[config.mk]
export PLATFORM = sky130hd
export DESIGN_NAME = double_ended_queue
export DESIGN_NICKNAME = d
export VERILOG_FILES = /design/src/hdl/deq_pkg.sv /design/src/hdl/deq_ram.sv /design/src/hdl/double_ended_queue.sv
export SDC_FILE = /design/constraint.sdc
export NUM_CORES = 1
export LEC_CHECK = 0
export BUFFER_PORTS_ARGS = -buffer_cell sky130_fd_sc_hd__buf_2
export CORE_MARGIN = 1
export CORE_UTILIZATION = 32
export DETAILED_ROUTE_END_ITERATION = 8
export GPL_ROUTABILITY_DRIVEN = 0
export PLACE_DENSITY = 0.49
export SYNTH_ARGS = -nofsm -noshare
export SYNTH_HDL_FRONTEND = slang
export SYNTH_SLANG_ARGS = --single-unit
[constraint.sdc]
create_clock -name clk_i -period 4.7 [get_ports clk_i]
set_input_delay 0.235 -clock clk_i [delete_from_list [all_inputs] [get_ports clk_i]]
set_output_delay 0.235 -clock clk_i [all_outputs]
set_load 0.05 [all_outputs]
[src/hdl/deq_pkg.sv]
// shared types and codes for the double-ended queue
package deq_pkg;

  // operation codes carried in an input word
  typedef enum logic [2:0] {
    OP_PUSH_FRONT = 3'd0,
    OP_PUSH_BACK  = 3'd1,
    OP_POP_FRONT  = 3'd2,
    OP_POP_BACK   = 3'd3,
    OP_CLEAR      = 3'd4
  } op_e;

  // error codes carried in a result word
  typedef enum logic [1:0] {
    ERR_NONE  = 2'd0,
    ERR_EMPTY = 2'd1,
    ERR_FULL  = 2'd2
  } err_e;

  // request word
  typedef struct packed {
    logic [2:0]         op;
    logic signed [31:0] push_value;
  } deq_in_t;

  // result word
  typedef struct packed {
    logic signed [31:0] pop_value;
    logic [1:0]         error_code;
    logic [4:0]         count;
    logic               empty_flag;
  } deq_out_t;

endpackage

[src/hdl/deq_ram.sv]
// ring storage: one write port, one read port with registered read data
module deq_ram #(
  parameter int DEPTH      = 16,
  parameter int DATA_WIDTH = 32,
  parameter int ADDR_W     = $clog2(DEPTH)
) (
  input  logic                  clk_i,
  input  logic                  we_i,
  input  logic [ADDR_W-1:0]     waddr_i,
  input  logic [DATA_WIDTH-1:0] wdata_i,
  input  logic                  re_i,
  input  logic [ADDR_W-1:0]     raddr_i,
  output logic [DATA_WIDTH-1:0] rdata_o
);

  logic [DATA_WIDTH-1:0] mem_q [DEPTH];
  logic [DATA_WIDTH-1:0] rdata_q;

  // write port
  always_ff @(posedge clk_i) begin
    if (we_i) begin
      mem_q[waddr_i] <= wdata_i;
    end
  end

  // read port, registered read data
  always_ff @(posedge clk_i) begin
    if (re_i) begin
      rdata_q <= mem_q[raddr_i];
    end
  end

  assign rdata_o = rdata_q;

endmodule

[src/hdl/double_ended_queue.sv]
// double-ended queue of signed words in a ring memory with front pointer and count
//
//   port group   direction  handshake                 word type
//   in           in         in_valid_i / in_ready_o   deq_pkg::deq_in_t
//   out          out        out_valid_o / out_ready_i deq_pkg::deq_out_t
//
// Every accepted word gives exactly one result word, via the in-flight registers
// and the output register. Pointer and count update at acceptance; pops read the
// ring memory, whose registered read data sets the result delay. With out_ready_i
// high the block takes one word per cycle. A stalled result is held in the output
// register and one more word may be taken, which then waits for the output register.
// Reset clears the pointer, the count and all handshake state; the ring memory is
// not cleared, since an entry is only read after it was written.
module double_ended_queue #(
  parameter int DEPTH      = 16,
  parameter int DATA_WIDTH = 32
) (
  input  logic              clk_i,
  input  logic              rst_ni,
  input  logic              in_valid_i,
  output logic              in_ready_o,
  input  deq_pkg::deq_in_t  in_data_i,
  output logic              out_valid_o,
  input  logic              out_ready_i,
  output deq_pkg::deq_out_t out_data_o
);
  import deq_pkg::*;

  localparam int PTR_W = $clog2(DEPTH);
  localparam int CNT_W = $clog2(DEPTH + 1);
  localparam int SUM_W = CNT_W + 1;

  localparam logic [PTR_W-1:0] LAST_IDX = PTR_W'(DEPTH - 1);
  localparam logic [CNT_W-1:0] FULL_CNT = CNT_W'(DEPTH);
  localparam logic [SUM_W-1:0] DEPTH_S  = SUM_W'(DEPTH);

  // architectural state
  logic [PTR_W-1:0] front_q, front_d;
  logic [CNT_W-1:0] count_q, count_d;

  // word in flight, waiting for read data
  logic             busy_q, busy_d;
  logic             pop_ok_q;
  err_e             err_q;
  logic [CNT_W-1:0] res_cnt_q;

  // output register
  logic     out_valid_q, out_valid_d;
  deq_out_t out_q;

  // decode signals
  logic             accept, done;
  logic             full, empty;
  logic [PTR_W-1:0] front_dec, front_inc;
  logic [SUM_W-1:0] back_sum, last_sum;
  logic [SUM_W-1:0] back_wrap, last_wrap;
  logic [PTR_W-1:0] back_idx, last_idx;
  logic [PTR_W-1:0] op_front;
  logic [CNT_W-1:0] op_count;
  logic             op_we, op_re, op_pop_ok;
  err_e             op_err;
  logic [PTR_W-1:0] waddr, raddr;
  logic [DATA_WIDTH-1:0] rdata;

  // handshake
  assign done       = busy_q && (!out_valid_q || out_ready_i);
  assign in_ready_o = !busy_q || done;
  assign accept     = in_valid_i && in_ready_o;

  // ring index arithmetic
  assign full      = (count_q == FULL_CNT);
  assign empty     = (count_q == '0);
  assign front_dec = (front_q == '0) ? LAST_IDX : front_q - PTR_W'(1);
  assign front_inc = (front_q == LAST_IDX) ? '0 : front_q + PTR_W'(1);
  assign back_sum  = SUM_W'(front_q) + SUM_W'(count_q);
  assign last_sum  = back_sum - SUM_W'(1);
  assign back_wrap = (back_sum >= DEPTH_S) ? back_sum - DEPTH_S : back_sum;
  assign last_wrap = (last_sum >= DEPTH_S) ? last_sum - DEPTH_S : last_sum;
  assign back_idx  = back_wrap[PTR_W-1:0];
  assign last_idx  = last_wrap[PTR_W-1:0];

  // operation decode
  always_comb begin
    op_front  = front_q;
    op_count  = count_q;
    op_we     = 1'b0;
    op_re     = 1'b0;
    op_pop_ok = 1'b0;
    op_err    = ERR_NONE;
    waddr     = back_idx;
    raddr     = front_q;
    case (in_data_i.op)
      OP_PUSH_FRONT: begin
        waddr = front_dec;
        if (full) begin
          op_err = ERR_FULL;
        end else begin
          op_we    = 1'b1;
          op_front = front_dec;
          op_count = count_q + CNT_W'(1);
        end
      end
      OP_PUSH_BACK: begin
        if (full) begin
          op_err = ERR_FULL;
        end else begin
          op_we    = 1'b1;
          op_count = count_q + CNT_W'(1);
        end
      end
      OP_POP_FRONT: begin
        if (empty) begin
          op_err = ERR_EMPTY;
        end else begin
          op_re     = 1'b1;
          op_pop_ok = 1'b1;
          op_front  = front_inc;
          op_count  = count_q - CNT_W'(1);
        end
      end
      OP_POP_BACK: begin
        raddr = last_idx;
        if (empty) begin
          op_err = ERR_EMPTY;
        end else begin
          op_re     = 1'b1;
          op_pop_ok = 1'b1;
          op_count  = count_q - CNT_W'(1);
        end
      end
      OP_CLEAR: begin
        op_front = '0;
        op_count = '0;
      end
      default: begin
      end
    endcase
  end

  // next state
  assign front_d     = accept ? op_front : front_q;
  assign count_d     = accept ? op_count : count_q;
  assign busy_d      = accept ? 1'b1 : (done ? 1'b0 : busy_q);
  assign out_valid_d = done ? 1'b1 : (out_ready_i ? 1'b0 : out_valid_q);

  // ring memory
  deq_ram #(
    .DEPTH     (DEPTH),
    .DATA_WIDTH(DATA_WIDTH),
    .ADDR_W    (PTR_W)
  ) u_ram (
    .clk_i  (clk_i),
    .we_i   (accept && op_we),
    .waddr_i(waddr),
    .wdata_i(DATA_WIDTH'(in_data_i.push_value)),
    .re_i   (accept && op_re),
    .raddr_i(raddr),
    .rdata_o(rdata)
  );

  // control registers
  always_ff @(posedge clk_i or negedge rst_ni) begin
    if (!rst_ni) begin
      front_q     <= '0;
      count_q     <= '0;
      busy_q      <= 1'b0;
      out_valid_q <= 1'b0;
    end else begin
      front_q     <= front_d;
      count_q     <= count_d;
      busy_q      <= busy_d;
      out_valid_q <= out_valid_d;
    end
  end

  // status of the word in flight
  always_ff @(posedge clk_i) begin
    if (accept) begin
      pop_ok_q  <= op_pop_ok;
      err_q     <= op_err;
      res_cnt_q <= op_count;
    end
  end

  // result word
  always_ff @(posedge clk_i) begin
    if (done) begin
      out_q.pop_value  <= pop_ok_q ? 32'(rdata) : '0;
      out_q.error_code <= err_q;
      out_q.count      <= 5'(res_cnt_q);
      out_q.empty_flag <= (res_cnt_q == '0);
    end
  end

  assign out_valid_o = out_valid_q;
  assign out_data_o  = out_q;

endmodule

; Word level (Yosys, flattened, before mapping)
; Memories as Yosys holds them, arrays and structs flattened. A register that Yosys moved wholly into a read port is not among the register bits.
; Index checks and enable logic that the tools add are counted.
[word_totals]
ramBits = 512
mem_count = 1
output_inout_bits = 42
regBits = 59
input_bits = 39
[classes]
reduce_logical = 18
muxes = 25
n_eq_ne = 8
n_addsub = 8
order_cmp = 2
[mem_list]
columns = memory, depth, word_bits, rd, rd_clocked_by_memory_dff, wr, line
row1 = u_ram.mem_q, 16, 32, 1, 1, 1, deq_ram.sv:16  ; logic [DATA_WIDTH-1:0] mem_q [DEPTH];
[op_table]
columns = op, count
row1 = 4-bit 2-to-1 mux, 8
row2 = 5-bit one-hot mux with 3 select lines, 1
row3 = 6-bit by 5-bit greater-or-equal comparator with 1-bit output (second input constant), 2
row4 = 4-bit one-hot mux with 3 select lines, 1
row5 = 4-bit by 1-bit subtractor with 4-bit output (second input constant), 3
row6 = 1-bit 2-to-1 mux, 11
row7 = 5-bit zero test, 2
row8 = 5-bit 2-to-1 mux, 2
row9 = 4-bit by 5-bit adder with 6-bit output, 1
row10 = 3-bit by 2-bit == test with 1-bit output (second input constant), 2
row11 = 6-bit by 1-bit subtractor with 6-bit output (second input constant), 1
row12 = 5-bit by 1-bit adder with 5-bit output (second input constant), 1
row13 = 5-bit == test (second input constant), 1
row14 = 5-bit by 1-bit subtractor with 5-bit output (second input constant), 1
row15 = 4-bit by 1-bit adder with 4-bit output (second input constant), 1
row16 = 4-bit == test (second input constant), 1
row17 = 1-bit logical AND, 4
row18 = 4-bit zero test, 1
row19 = 2-bit inequality test (second input constant), 2
row20 = 2-bit one-hot mux with 2 select lines, 1
row21 = 4-bit AND reduction, 1
row22 = 2-bit nonzero test, 2
row23 = 2-bit OR reduction, 2
row24 = 3-bit by 1-bit == test with 1-bit output (second input constant), 1
row25 = other kinds (6), 8

; Longest topological paths before layout
[depth]
depth_word = 8
mapped_depth = 12

; By module
; A second synthesis with hierarchy kept.
[unflattened]
hier_cells = 1094
area_unflattened_um2 = 23109.7
[modules_own_cells]
columns = mod, instances, area_each_um2, seq_area_each_um2, cells_each
row1 = deq_ram, 1, 20155.6, 16335.7, 838
row2 = double_ended_queue, 1, 2954.1, 1716.6, 256

; Least setup slack after synthesis
; No wires, ideal clock.
[synth_timing]
path_kind = flip-flop to flip-flop
start = register front_q[0]
end = memory u_ram.mem_q[11][0], enable pin
required_time_ps = 4279
path_slack_ps = 1085
path_buffers = 1
period_less_slack_ps = 3615
setup_time_ps = 421
arrival_time_ps = 3194
stages_incl_launch_ff = 9
cell_sequence = dfrtp_1 -> inv_1 -> buf_1 -> ha_1 -> inv_1 -> o31a_1 -> a21oi_1 -> nand2_1 -> nor2_1
[synth_between]
elab_chain_cells = 4
[synth_rtl]
columns = item, line
row1 = from (decl), double_ended_queue.sv:38  ; logic [PTR_W-1:0] front_q, front_d;
row2 = from (signal assigned), double_ended_queue.sv:169  ; front_q <= front_d;
row3 = 4-bit by 5-bit adder with 6-bit output, double_ended_queue.sv:75  ; assign back_sum = SUM_W'(front_q) + SUM_W'(count_q);
row4 = 6-bit by 5-bit greater-or-equal comparator with 1-bit output / 4-bit by 1-bit subtractor with 4-bit output (equally long branches), double_ended_queue.sv:77  ; assign back_wrap = (back_sum >= DEPTH_S) ? back_sum - DEPTH_S : back_sum;
row5 = 4-bit 2-to-1 mux, double_ended_queue.sv:77
row6 = 4-bit 2-to-1 mux *, double_ended_queue.sv:92  ; case (in_data_i.op)
row7 = to (decl), deq_ram.sv:16
; Every way passes the cells marked *; elsewhere a longest branch is shown, timed or not.

; Worst setup path after layout
[layout_timing]
start = register count_q[0]
end = register u_ram.rdata_q[30] (netlist: u_ram.rdata_o[30]), read port of u_ram.mem_q, data pin
[layout_between]
elab_chain_cells = 5
[layout_rtl]
columns = item, line
row1 = from (decl), double_ended_queue.sv:39  ; logic [CNT_W-1:0] count_q, count_d;
row2 = from (signal assigned), double_ended_queue.sv:170  ; count_q <= count_d;
row3 = 4-bit by 5-bit adder with 6-bit output, double_ended_queue.sv:75
row4 = 6-bit by 1-bit subtractor with 6-bit output, double_ended_queue.sv:76  ; assign last_sum = back_sum - SUM_W'(1);
row5 = 6-bit by 5-bit greater-or-equal comparator with 1-bit output / 4-bit by 1-bit subtractor with 4-bit output (equally long branches), double_ended_queue.sv:78  ; assign last_wrap = (last_sum >= DEPTH_S) ? last_sum - DEPTH_S : last_sum;
row6 = 4-bit 2-to-1 mux, double_ended_queue.sv:78
row7 = 4-bit 2-to-1 mux, double_ended_queue.sv:92
row8 = to (decl), deq_ram.sv:17  ; logic [DATA_WIDTH-1:0] rdata_q;
; Several ways; a longest one is shown, not always the timed one.
; A chain may end at the register's enable or synchronous reset.

==> flow_metrics.env <==
export IMPL_multi_input_area_sq_mm=0.008484
export IMPL_maxSlewViolCount=0
export IMPL_dr_total_vias=15220
export IMPL_p_leak_nw=10.00
export IMPL_cts_tree="done"
export IMPL_cts_buffers=69
export IMPL_startpoint_type="register"
export IMPL_fin_skew_ns=0.02246
export IMPL_synth_area_sq_mm=0.02701
export IMPL_crit_buf_inv=2
export IMPL_share_comb_of_total_power=0.414
export IMPL_final_common_cell="edfxtp_1"
export IMPL_finalPower_mw=20.18
export IMPL_reg2reg_from="count_q[0]"
export IMPL_synth_nets=1617
export IMPL_ff2ff_setup_slack_ns=0.80
export IMPL_dpl_instance_area_sq_mm=0.02893
export IMPL_use_met3=0.02952
export IMPL_drt_vias_per_instance=5.420
export IMPL_fin_crit_sh=0.8301
export IMPL_gr_total_overflow=0
export IMPL_stdcell_area_sq_mm=0.03138
export IMPL_nNetsFinal=1725
export IMPL_grt_start_max_net_pins=104
export IMPL_rsz0062_at_grt="false"
export IMPL_layout_common_cells="edfxtp_1 (592), mux2_2 (138), mux4_2 (128), nand2_1 (112), buf_2 (80)"
export IMPL_worstRegToRegCells=10
export IMPL_min_path_type="primary input to register"
export IMPL_layout_drive_gt1_share=0.3137
export IMPL_hold_ws_ns=0.03840
export IMPL_async_flop_share=0.01824
export IMPL_p_int_mw=13.03
export IMPL_synth_top_area_frac=0.6581
export IMPL_clock_latency_ns=0.60
export IMPL_worstSetupEndpointType="register"
export IMPL_critPathMaxFanout=24
export IMPL_path_class="register to register"
export IMPL_coreArea_sq_mm=0.08356
export IMPL_worst_slack_ns=0.7985
export IMPL_final_util=0.3756
export IMPL_layout_min_cycle_time_ns=3.902
export IMPL_path_clk_slew_ns=0.06
export IMPL_routed_wl_um=73020
export IMPL_clock_sinks=603
export IMPL_pwr_share_clk=0.258
export IMPL_power_density_mw_per_mm2=642.9
export IMPL_arrival_ns=4.26
export IMPL_cpPeakStageDelay_ns=0.68
export IMPL_r2r_end="u_ram.rdata_o[30]"
export IMPL_antenna_found_initial=1
export IMPL_power_switching_mw=7.143
export IMPL_place_port_buffers=80
export IMPL_peakVddDrop_v=0.0007440
export IMPL_ant_nets=0
export IMPL_firstDrtPassIters=5
export IMPL_met2_usage=0.2903
export IMPL_dpl_cell_count=2658
export IMPL_synth_area_leader_cell="edfxtp_1"
export IMPL_relSlewSlack=0.1488
export IMPL_synth_area_per_cell_sq_um=17.22
export IMPL_fin_tns_setup_ns=0
export IMPL_drt_iter0_drc=1099
export IMPL_holdCritStartpoint="in_data_i[16]"
export IMPL_use_met1=0.2267
export IMPL_yosysSeqAreaShare=0.6683
export IMPL_synth_seq_cells=603
export IMPL_seq_area_sq_mm=0.01806
export IMPL_cts_resized=0
export IMPL_top_usage_layer="met2"
export IMPL_initial_core_util=0.3233
export IMPL_setup_violations=0
export IMPL_post_place_ws_ns=0.8485
export IMPL_die_h_um=292.5
export IMPL_path_cells="ha_4 -> fa_1 -> inv_1 -> ha_2 -> buf_4 -> mux4_2 -> and2_1 -> a211oi_1 -> a31oi_1 -> mux2_4"
export IMPL_boundaryPins=81
export IMPL_grt_pass1_wl_um=107400
export IMPL_cp_top_family="adder cells"
export IMPL_synthCells=1569
export IMPL_row_count=106
export IMPL_grt_pass1_vias=16140
export IMPL_synthFlopType="edfxtp_1"
export IMPL_htreeDepth=3
export IMPL_worstHoldPathCells=1
export IMPL_pwr_share_seq=0.327
export IMPL_cap_violations=0
export IMPL_synth_area_top_cells="edfxtp_1 (66%), mux4_2 (11%), mux2_2 (5.8%)"
export IMPL_hold_violations=0
export IMPL_synth_cell_type_count=63
export IMPL_dieArea_sq_mm=0.08558
export IMPL_cpMaxStageDelayCell="ha_2"
export IMPL_clk_path_buf_depth=3
export IMPL_drc=0
export IMPL_outcome="finished, final reports clean"
export IMPL_fill_cells=7716
export IMPL_worst_slew_pin_slew_ns=1.250
export IMPL_fmax_mhz=256.3
export IMPL_dieWidth_um=292.5
export IMPL_required_ns=5.06
export IMPL_gr_usage_all_layers=0.1712
export IMPL_switching_share=0.3541
export IMPL_root_buffer="clkbuf_16"
export IMPL_dpl_hpwl_um=40010
export IMPL_diodes=0
export IMPL_ys_warnings_count=0
export IMPL_area_growth_pct=16.18
export IMPL_min_to="u_ram.mem_q[5][16]"
export IMPL_wl_per_cell_um=26.00
export IMPL_stdcell_count=2808
export IMPL_synth_edf_count=592
-- power by group through the flow --
stage	clock network, mW	registers [mW]	logic, mW
after global placement	0	6.71	8.38
final	5.21	6.61	8.36
after global routing	5.54	6.64	8.94
after CTS	5.36	6.61	8.46
after floorplan	0	6.75	5.91
after detailed placement	0	6.72	8.40
-- state kept, by name (all words and copies together), names as in the netlist --
signal / count
pop_ok_q: 1
err_q: 2
u_ram.rdata_o: 32
res_cnt_q: 5
out_valid_o: 1
out_data_o: 40
count_q: 5
u_ram.mem_q: 512
busy_q: 1
front_q: 4
-- worst max-delay path by stage --
stage	from	end	slack (ns)	depth (start not counted)
6_report	count_q[0]	u_ram.rdata_o[30]	0.80	10
3_3_place_gp	count_q[0]	u_ram.rdata_o[30]	0.85	10
3_5_place_dp	count_q[0]	u_ram.rdata_o[30]	0.85	10
5_1_grt	count_q[0]	u_ram.rdata_o[30]	0.70	10
4_1_cts	count_q[0]	u_ram.rdata_o[30]	0.83	10
2_1_floorplan	front_q[0]	u_ram.mem_q[11][0]	1.08	8
-- what timing repair did --
item                       CTS  global route
hold endpoints to repair   334             0
setup endpoints to repair    0             0
hold buffers                28             0
buffers inserted             0             0
-- metal layers --
| layer | routed length [um] | share of wire |
|---|---|---|
| met5 | 0 | 0 |
| met4 | 1630 | 0.022 |
| met3 | 3475 | 0.048 |
| met2 | 35920 | 0.49 |
| met1 | 31990 | 0.44 |
-- synth_stat cells, types with 5 or more instances --
cell type,count
mux2_2,138
nand3_1,6
o21ai_0,44
buf_1,5
a31oi_1,34
mux4_2,128
a32oi_1,32
ha_1,8
nand2b_1,5
a221oi_1,32
clkbuf_1,45
buf_2,48
and2_1,36
nor2_1,31
nor3_1,5
dfrtp_1,11
o22ai_1,31
buf_6,9
mux2i_1,37
o221ai_1,32
edfxtp_1,592
a21oi_1,44
mux2_4,12
inv_1,12
buf_4,11
nand2_1,113
mux2_1,11
-- cell families (layout without fill, tap and decap cells) --
kind of cell             Yosys count  count (layout)  share of synthesized area
AND/OR/NAND/NOR                  212             212                    0.03631
flip-flops                       603             603                     0.6683
multiplexers                     327             327                     0.1900
adder cells (fa/ha/maj)            9               9                   0.004447
AO/OA/AOI/OAI                    280             280                    0.07318
XOR/XNOR                           8               8                   0.003428
buffers and inverters            130             289                    0.02432
-- cell type report --
class,count,area share
sequential,603,0.5754
tap,1080,0.04306
timing repair buffer,155,0.04051
clock inverter,38,0.01037
inverter,12,0.001475
clock buffer,84,0.05880
multi-input combinational,836,0.2703
Note: power is estimated with default switching activity, not from simulation.
